**config.mk**
```make
export PLATFORM = sky130hd
export DESIGN_NAME = double_to_minifloat_encode_core
export DESIGN_NICKNAME = d
export VERILOG_FILES = /design/src/rtl/core/d2m_pkg.sv /design/src/rtl/core/d2m_norm.sv /design/src/rtl/core/d2m_round.sv /design/src/rtl/core/double_to_minifloat_encode_core.sv
export VERILOG_INCLUDE_DIRS = /design/src /design/src/rtl/core
export SDC_FILE = /design/constraint.sdc
export NUM_CORES = 2
export LEC_CHECK = 0
export ABC_CLOCK_PERIOD_IN_PS = 11980
export BUFFER_PORTS_ARGS = -buffer_cell sky130_fd_sc_hd__buf_2
export CORE_ASPECT_RATIO = 1.1
export CORE_UTILIZATION = 60
export CTS_BUF_LIST = sky130_fd_sc_hd__clkbuf_4
export DETAILED_ROUTE_END_ITERATION = 8
export PLACE_DENSITY_LB_ADDON = 0.08
export SLEW_MARGIN = 20
export SYNTH_ARGS = -nofsm -noshare
export SYNTH_HDL_FRONTEND = slang
export SYNTH_HIERARCHICAL = 1
export SYNTH_SLANG_ARGS = --single-unit
```
**constraint.sdc**
```tcl
create_clock -name clk -period 11.98 [get_ports clk]
set_clock_uncertainty 0.1 [all_clocks]
set_input_delay 1.797 -clock clk [delete_from_list [all_inputs] [get_ports clk]]
set_output_delay 1.797 -clock clk [all_outputs]
set_load 0.05 [all_outputs]
```
**src/rtl/core/double_to_minifloat_encode_core_assert.svh**
```systemverilog
// Assertion macros used by the conversion core top level
`ifndef DOUBLE_TO_MINIFLOAT_ENCODE_CORE_ASSERT_SVH
`define DOUBLE_TO_MINIFLOAT_ENCODE_CORE_ASSERT_SVH
`ifndef SYNTHESIS
`define D2M_ASSERT_IMPL(label, clk, rst_n, ante, cons) \
    label: assert property (@(posedge clk) disable iff (!rst_n) (ante) |-> (cons)) \
        else $error("assertion failed");
`define D2M_ASSERT_NEXT(label, clk, rst_n, ante, cons) \
    label: assert property (@(posedge clk) disable iff (!rst_n) (ante) |=> (cons)) \
        else $error("assertion failed");
`else
`define D2M_ASSERT_IMPL(label, clk, rst_n, ante, cons)
`define D2M_ASSERT_NEXT(label, clk, rst_n, ante, cons)
`endif
`endif

```
**src/rtl/core/d2m_pkg.sv**
```systemverilog
// Types and constants of the binary64 to narrow float converter
package d2m_pkg;
    localparam logic [1:0] RM_AWAY  = 2'd0;
    localparam logic [1:0] RM_TRUNC = 2'd1;
    localparam logic [1:0] RM_EVEN  = 2'd2;

    localparam logic [1:0] REG_EXP_WIDTH  = 2'd0;
    localparam logic [1:0] REG_FRAC_WIDTH = 2'd1;
    localparam logic [1:0] REG_ROUND_MODE = 2'd2;

    // class of an operand, decided in the first stage
    localparam logic [1:0] CLS_NUM  = 2'd0;
    localparam logic [1:0] CLS_ZERO = 2'd1;
    localparam logic [1:0] CLS_INF  = 2'd2;
    localparam logic [1:0] CLS_NAN  = 2'd3;

    // per-word control that travels with the data
    typedef struct packed {
        logic       sign;
        logic [1:0] cls;
        logic [3:0] ew;
        logic [5:0] fw;
        logic [1:0] rm;
    } d2m_ctl_t;
endpackage

```
**src/rtl/core/d2m_norm.sv**
```systemverilog
// Stage 1 and 2: classify the operand and normalize its significand
module d2m_norm
(
    input  logic                clk,
    input  logic                rst_n,
    input  logic                in_vld,
    input  logic [63:0]         src,
    input  d2m_pkg::d2m_ctl_t   in_ctl,
    output logic                out_vld,
    output d2m_pkg::d2m_ctl_t   out_ctl,
    output logic [52:0]         sig,
    output logic signed [12:0]  exp_unb
);
    // stage 1 registers: raw fields plus leading zero count
    logic              s1_vld_reg;
    d2m_pkg::d2m_ctl_t s1_ctl_reg;
    logic [51:0]       s1_man_reg;
    logic              s1_sub_reg;
    logic [10:0]       s1_exp_reg;
    logic [5:0]        s1_lz_reg;
    logic [5:0]        lz_next;
    d2m_pkg::d2m_ctl_t ctl_next;
    logic              out_vld_reg;
    d2m_pkg::d2m_ctl_t out_ctl_reg;
    logic [52:0]       sig_reg;
    logic signed [12:0] exp_reg;

    always_comb
    begin
        lz_next = 6'd51;
        for (int i = 0; i <= 51; i++)
        begin
            if (src[i]) lz_next = 6'(51 - i);
        end
        ctl_next = in_ctl;
        ctl_next.sign = src[63];
        if (src[62:52] == 11'h7FF)
            ctl_next.cls = (src[51:0] != '0) ? d2m_pkg::CLS_NAN : d2m_pkg::CLS_INF;
        else if (src[62:0] == '0)
            ctl_next.cls = d2m_pkg::CLS_ZERO;
        else
            ctl_next.cls = d2m_pkg::CLS_NUM;
    end

    always_ff @(posedge clk or negedge rst_n)
    begin
        if (!rst_n)
        begin
            s1_vld_reg  <= 1'b0;
            out_vld_reg <= 1'b0;
        end
        else
        begin
            s1_vld_reg  <= in_vld;
            out_vld_reg <= s1_vld_reg;
        end
    end

    always_ff @(posedge clk)
    begin
        s1_ctl_reg <= ctl_next;
        s1_man_reg <= src[51:0];
        s1_sub_reg <= (src[62:52] == '0);
        s1_exp_reg <= src[62:52];
        s1_lz_reg  <= lz_next;
        out_ctl_reg <= s1_ctl_reg;
        if (s1_sub_reg)
        begin
            sig_reg <= {1'b0, s1_man_reg} << (s1_lz_reg + 6'd1);
            exp_reg <= -13'sd1023 - $signed({7'd0, s1_lz_reg});
        end
        else
        begin
            sig_reg <= {1'b1, s1_man_reg};
            exp_reg <= $signed({2'b00, s1_exp_reg}) - 13'sd1023;
        end
    end

    assign out_vld = out_vld_reg;
    assign out_ctl = out_ctl_reg;
    assign sig     = sig_reg;
    assign exp_unb = exp_reg;
endmodule

```
**src/rtl/core/d2m_round.sv**
```systemverilog
// Stages 3 to 5: align, round and pack the narrow float
module d2m_round
(
    input  logic                clk,
    input  logic                rst_n,
    input  logic                in_vld,
    input  d2m_pkg::d2m_ctl_t   in_ctl,
    input  logic [52:0]         sig,
    input  logic signed [12:0]  exp_unb,
    output logic                out_vld,
    output logic [63:0]         packed_out
);
    // stage 3: biased exponent and shift amount
    logic              s3_vld_reg;
    d2m_pkg::d2m_ctl_t s3_ctl_reg;
    logic [52:0]       s3_sig_reg;
    logic signed [13:0] s3_ef_reg;
    logic [12:0]       s3_shift_reg;
    logic              s3_ovf_reg;
    // stage 4: kept bits and round flags
    logic              s4_vld_reg;
    d2m_pkg::d2m_ctl_t s4_ctl_reg;
    logic [52:0]       s4_kept_reg;
    logic              s4_rb_reg;
    logic              s4_sb_reg;
    logic signed [13:0] s4_ef_reg;
    logic              s4_ovf_reg;
    logic              out_vld_reg;
    logic [63:0]       pk_reg;

    logic signed [13:0] ef_next;
    logic signed [13:0] sh_next;
    logic [11:0]        expmax3;
    logic [5:0]         sh6;
    logic [52:0]        kept_next;
    logic               rb_next;
    logic               sb_next;
    logic [63:0]        expmax5;
    logic [63:0]        inf_mag;
    logic [63:0]        mag;
    logic               up;
    logic [63:0]        pk_next;

    always_comb
    begin
        expmax3 = (12'd1 << in_ctl.ew) - 12'd1;
        ef_next = 14'(exp_unb) + 14'((14'sd1 <<< (in_ctl.ew - 4'd1)) - 14'sd1);
        sh_next = 14'sd52 - $signed({8'd0, in_ctl.fw});
        if (ef_next <= 0) sh_next = sh_next + 14'sd1 - ef_next;
    end

    always_comb
    begin
        sh6 = s3_shift_reg[5:0];
        if (s3_shift_reg == 13'd0)
        begin
            kept_next = s3_sig_reg;
            rb_next   = 1'b0;
            sb_next   = 1'b0;
        end
        else if (s3_shift_reg <= 13'd53)
        begin
            kept_next = s3_sig_reg >> sh6;
            rb_next   = s3_sig_reg[sh6 - 6'd1];
            sb_next   = (s3_sig_reg & ((53'd1 << (sh6 - 6'd1)) - 53'd1)) != '0;
        end
        else
        begin
            kept_next = '0;
            rb_next   = 1'b0;
            sb_next   = 1'b1;
        end
    end

    always_comb
    begin
        expmax5 = (64'd1 << s4_ctl_reg.ew) - 64'd1;
        inf_mag = expmax5 << s4_ctl_reg.fw;
        if (s4_ef_reg >= 14'sd1)
            mag = (64'(s4_ef_reg - 14'sd1) << s4_ctl_reg.fw) + 64'(s4_kept_reg);
        else
            mag = 64'(s4_kept_reg);
        unique case (s4_ctl_reg.rm)
            d2m_pkg::RM_AWAY: up = s4_rb_reg | s4_sb_reg;
            d2m_pkg::RM_EVEN: up = s4_rb_reg & (s4_sb_reg | s4_kept_reg[0]);
            default:          up = 1'b0;
        endcase
        if (up) mag = mag + 64'd1;
        if (s4_ovf_reg || mag >= inf_mag) mag = inf_mag;
        unique case (s4_ctl_reg.cls)
            d2m_pkg::CLS_ZERO: pk_next = '0;
            d2m_pkg::CLS_INF:
                pk_next = inf_mag | (64'(s4_ctl_reg.sign) << (s4_ctl_reg.ew + s4_ctl_reg.fw));
            d2m_pkg::CLS_NAN:
                pk_next = inf_mag | (64'd1 << (s4_ctl_reg.fw - 6'd1))
                        | (64'(s4_ctl_reg.sign) << (s4_ctl_reg.ew + s4_ctl_reg.fw));
            default:
                pk_next = mag | (64'(s4_ctl_reg.sign) << (s4_ctl_reg.ew + s4_ctl_reg.fw));
        endcase
    end

    always_ff @(posedge clk or negedge rst_n)
    begin
        if (!rst_n)
        begin
            s3_vld_reg  <= 1'b0;
            s4_vld_reg  <= 1'b0;
            out_vld_reg <= 1'b0;
        end
        else
        begin
            s3_vld_reg  <= in_vld;
            s4_vld_reg  <= s3_vld_reg;
            out_vld_reg <= s4_vld_reg;
        end
    end

    always_ff @(posedge clk)
    begin
        s3_ctl_reg   <= in_ctl;
        s3_sig_reg   <= sig;
        s3_ef_reg    <= ef_next;
        s3_shift_reg <= 13'(sh_next);
        s3_ovf_reg   <= ef_next >= $signed({2'b00, expmax3});
        s4_ctl_reg   <= s3_ctl_reg;
        s4_kept_reg  <= kept_next;
        s4_rb_reg    <= rb_next;
        s4_sb_reg    <= sb_next;
        s4_ef_reg    <= s3_ef_reg;
        s4_ovf_reg   <= s3_ovf_reg;
        pk_reg       <= pk_next;
    end

    assign out_vld    = out_vld_reg;
    assign packed_out = pk_reg;
endmodule

```
**src/rtl/core/double_to_minifloat_encode_core.sv**
```systemverilog
// Top level of the binary64 to narrow float conversion pipeline
// Throughput: one word per cycle; busy stays low, the five register stages
// of the classify, normalize, align, round and pack pipeline each take a word.
// Reset: rst_n clears all valid bits at once and loads the format
// registers with 8 exponent bits, 23 fraction bits and nearest even.
`include "double_to_minifloat_encode_core_assert.svh"
module double_to_minifloat_encode_core
#(
    parameter int MAX_EXP_WIDTH  = 11,
    parameter int MAX_FRAC_WIDTH = 52
)
(
    input  logic        clk,
    input  logic        rst_n,
    input  logic        start,
    output logic        busy,
    input  logic [63:0] source_bits,
    output logic        done,
    output logic [63:0] packed_float,
    input  logic        cfg_valid,
    output logic        cfg_ready,
    input  logic [1:0]  cfg_index,
    input  logic [5:0]  cfg_data
);
    logic [3:0]        ew_reg;
    logic [5:0]        fw_reg;
    logic [1:0]        rm_reg;
    logic [3:0]        ew_clamp;
    logic [5:0]        fw_clamp;
    logic              go;
    d2m_pkg::d2m_ctl_t in_ctl;
    logic              n_vld;
    d2m_pkg::d2m_ctl_t n_ctl;
    logic [52:0]       n_sig;
    logic signed [12:0] n_exp;

    // accept a word every cycle; the pipeline never stalls
    assign busy      = 1'b0;
    assign cfg_ready = 1'b1;
    assign go        = start & ~busy;

    // clamp the format to the supported range before it enters the pipe
    always_comb
    begin
        if (ew_reg < 4'd2) ew_clamp = 4'd2;
        else if (ew_reg > 4'(MAX_EXP_WIDTH)) ew_clamp = 4'(MAX_EXP_WIDTH);
        else ew_clamp = ew_reg;
        if (fw_reg < 6'd1) fw_clamp = 6'd1;
        else if (fw_reg > 6'(MAX_FRAC_WIDTH)) fw_clamp = 6'(MAX_FRAC_WIDTH);
        else fw_clamp = fw_reg;
        in_ctl      = '0;
        in_ctl.ew   = ew_clamp;
        in_ctl.fw   = fw_clamp;
        in_ctl.rm   = rm_reg;
    end

    always_ff @(posedge clk or negedge rst_n)
    begin
        if (!rst_n)
        begin
            ew_reg <= 4'd8;
            fw_reg <= 6'd23;
            rm_reg <= d2m_pkg::RM_EVEN;
        end
        else if (cfg_valid && cfg_ready)
        begin
            unique case (cfg_index)
                d2m_pkg::REG_EXP_WIDTH:  ew_reg <= cfg_data[3:0];
                d2m_pkg::REG_FRAC_WIDTH: fw_reg <= cfg_data;
                d2m_pkg::REG_ROUND_MODE: rm_reg <= cfg_data[1:0];
                default: ;
            endcase
        end
    end

    d2m_norm u_norm
    (
        .clk     (clk),
        .rst_n   (rst_n),
        .in_vld  (go),
        .src     (source_bits),
        .in_ctl  (in_ctl),
        .out_vld (n_vld),
        .out_ctl (n_ctl),
        .sig     (n_sig),
        .exp_unb (n_exp)
    );

    d2m_round u_round
    (
        .clk        (clk),
        .rst_n      (rst_n),
        .in_vld     (n_vld),
        .in_ctl     (n_ctl),
        .sig        (n_sig),
        .exp_unb    (n_exp),
        .out_vld    (done),
        .packed_out (packed_float)
    );

    `D2M_ASSERT_IMPL(a_norm_msb, clk, rst_n, n_vld && n_ctl.cls == d2m_pkg::CLS_NUM, n_sig[52])
    `D2M_ASSERT_NEXT(a_no_busy, clk, rst_n, 1'b1, !busy)
    `D2M_ASSERT_IMPL(a_zero_out, clk, rst_n, done && $past(n_ctl.cls, 3) == d2m_pkg::CLS_ZERO && $past(n_vld, 3), packed_float == '0)
endmodule
```
==> metrics.txt <==
nature of the critical path endpoint=register; Met1 Wirelength=54.33 mm; setup violators final=0; die width=239.5 µm; Synth Register Bits=427; TritonCTS Buffers=102; Die ar.=63030 µm²; commonest non-fill, non-tap cell in the layout=nand2_1; DRT Pass-1 Iters=9; final period utilization=92.37%; PD cells=271.6 nW/µm²; Hold WC Path Type=register to register; Crit Path Class=register to register; Setup Fix Bufs, Post-CTS=0; synthesized instance count=4828; Largest register FFs=64; Die Span Y=263.2 µm; Max Clock Freq=90.36 MHz; FFs w/ async S/R, synth=3.981%; RR Startpoint=u_round/s4_ef_reg[0]$_DFF_P_; WL met3=17.38 mm; worst flop-to-flop path endpoint=u_round/packed_out[3]$_SDFF_PN0_; Final Wtd Congestion=1.107; Port Buf Inserts=140; Compound-Gate Fraction of Synth Area=26.14%; cell type with the largest total area after synthesis=dfxtp_1; Avg Inst Size Synth=7.708 µm²; simple-gate share of the synthesized area=22.52%; Post-synth EDFFs=0; per-cell routed wire length=26.11 µm; WP data arrival=11.76 ns; Syn Std Cell Area=37220 µm²; # DRC=0; nets=5099; CTS Root Cell=clkbuf_4; Crit-path slowest cell=a221oi_1; gr usage total=46.03%; via count=40000; Mapped Nets=5107; Fin Hold WS=0.1687 ns; Worst slew margin=19.74%; initial core utilization=60.80%; Final Critical Period=11.07 ns; final hold vios=0; Resized Gates After CTS=0; final worst slack=0.9137 ns; commonest cells after routing, fill and taps aside=589 x nand2_1, 470 x nor2_1, 400 x dfxtp_1, 349 x a21oi_1, 311 x o21ai_0; largest net degree at the start of global routing=85; Synth top area share=22.05%; Pleak=0.01607 µW; worst r2r path cells=34; Critical path origin=u_round/s4_ef_reg[0]$_DFF_P_; xor/xnor cell area share of the yosys netlist=4.250%; vias per cell=6.979; vias in the first global route=36550; io pins=143; multiplexer share of the synthesized area=11.59%; CTS Buffer Depth=3; worst skew pair latency=0.95 ns; CP startpoint kind=register; Setup WS pre-CTS=1.134 ns; Slew Limit Fails=0; Final ANT Viol Nets=0; Clock Sink Count=427; Synth cell types=127; VDD IR max=0.2060 mV; Hold Buf Count CTS=0; CP most frequent cell=a21oi_1; status=complete, no violations; Routed Wire Length=149.6 mm; RSZ-0062 raised after global routing=no; synthesized-area fraction occupied by adder cells=6.906%; top post-synthesis cells by area=dfxtp_1 22%, ha_1 6.7%, nand2_1 5.9%; clock slew at reported path FFs=0.07 ns; layout cell share with drive strength beyond 1=13.21%; sequential element share of the synthesized area=23.22%; FP Rows=95; post-route setup TNS=0 ns; drt first-iter violations=5867; core region area=61220 µm²; Clock H-tree levels=3; max layer used=met5; Max stage delay on crit path=0.92 ns; Max Cap Viol=0; Area growth, synth to finish=6.485%; reg-to-reg setup timing slack=0.91 ns; first-pass GRT wire length=222.0 mm; actual slew at the worst max-slew pin=1.199 ns; critical path fanouts, max=44; main combinational cell family by area after synthesis=compound AO/OA/AOI/OAI gates; fillcell total=5501; crit path capture=u_round/packed_out[3]$_SDFF_PN0_; detailed placement HPWL=113.4 mm; Worst EP required=12.68 ns; initial antenna violation count=4; Ys Warns=6; DR WL met2=64.29 mm; dominant synthesized flop cell=dfxtp_1; CTS tree=yes; grt ovf=0
==> worst min-delay path by stage <==
stage	start	endpoint	slack (ns)	cells after the start
after floorplan	u_norm/s1_ctl_reg[0]$_DFF_P_	u_norm/out_ctl[0]$_DFF_P_	0.21	0
after global placement	u_round/s3_ef_reg[12]$_DFF_P_	u_round/s4_ef_reg[12]$_DFF_P_	0.21	0
after detailed placement	u_round/s3_ctl_reg[3]$_DFF_P_	u_round/s4_ctl_reg[3]$_DFF_P_	0.21	0
after CTS	u_norm/sig[40]$_DFF_P_	u_round/s3_sig_reg[40]$_DFF_P_	0.16	0
after global routing	u_norm/sig[28]$_DFF_P_	u_round/s3_sig_reg[28]$_DFF_P_	0.18	0
final	u_norm/sig[16]$_DFF_P_	u_round/s3_sig_reg[16]$_DFF_P_	0.17	0
==> synthesized netlist by cell type, types with 30 or more instances <==
cell type / instances
a211oi_1: 55
nand2_1: 589
mux4_2: 65
nor3_1: 116
o21a_1: 41
o211ai_1: 53
nor2b_1: 35
a21oi_1: 349
xor2_1: 68
buf_1: 42
a22oi_1: 38
mux2_2: 76
mux2i_1: 181
a21o_1: 76
nor4_1: 47
dfxtp_1: 410
ha_1: 199
nand3_1: 127
and3_1: 43
o21ai_0: 311
nand2b_1: 37
clkbuf_1: 227
inv_1: 144
xnor2_1: 102
or3_1: 30
nand4_1: 90
nor2_1: 473
a22o_1: 41
o22ai_1: 50
a31oi_1: 60
buf_2: 31
and2_1: 38
o31ai_1: 34
==> worst max-delay path: cells and delay by family, from the launching register on <==
family | cells | cell delay [ns]
flip-flops | 1 | 0.41
AND/OR/NAND/NOR | 13 | 4.12
multiplexers | 1 | 0.39
buffers and inverters | 2 | 0.68
adder cells (fa/ha/maj) | 3 | 0.94
AO/OA/AOI/OAI | 14 | 4.10
XOR/XNOR | 1 | 0.16
==> power breakdown <==
group | leakage [µW] | switching [µW] | total [µW] | internal [µW]
registers | 0.00362 | 295 | 2020 | 1720
logic | 0.0116 | 4930 | 7470 | 2540
clock network | 0.000835 | 617 | 1280 | 662
total | 0.0161 | 5840 | 10800 | 4920
==> logic make-up (layout without fill, tap and decap cells) <==
| kind of cell | after synthesis | count (layout) |
|---|---|---|
| AND/OR/NAND/NOR | 1763 | 1763 |
| AO/OA/AOI/OAI | 1453 | 1453 |
| buffers and inverters | 476 | 546 |
| flip-flops | 427 | 427 |
| multiplexers | 329 | 329 |
| adder cells (fa/ha/maj) | 203 | 203 |
| XOR/XNOR | 175 | 175 |
| other | 2 | 11 |
==> routing by layer <==
layer / GRT usage, % / vias up
met3: 11.03 / 746
met2: 70.38 / 2903
li1: - / 17980
met4: 35.01 / 2
met5: 0 / -
met1: 55.71 / 18360
==> per-stage QoR <==
step	cells	power [µW]	area [µm²]	utilization, %
floorplan	4828	7158	37220	-
global placement	5539	9097	38160	62.34
detailed placement	5539	9153	38160	62.34
CTS	5721	10470	39580	64.65
global route	5724	11340	39610	64.71
finish	5731	10760	39630	64.74
==> final cells by class <==
class                      instances  area (µm²)  share of cell area (%)
clock inverter                    37       325.3                  0.8209
clock buffer                     145        1089                   2.747
sequential                       427        8656                   21.84
timing repair buffer             214        1269                   3.201
multi-input combinational       3925       26670                   67.31
tap                              824        1031                   2.602
inverter                         150       563.0                   1.421
antenna                            9       22.52                 0.05683
(Power assumes the default switching activity.)
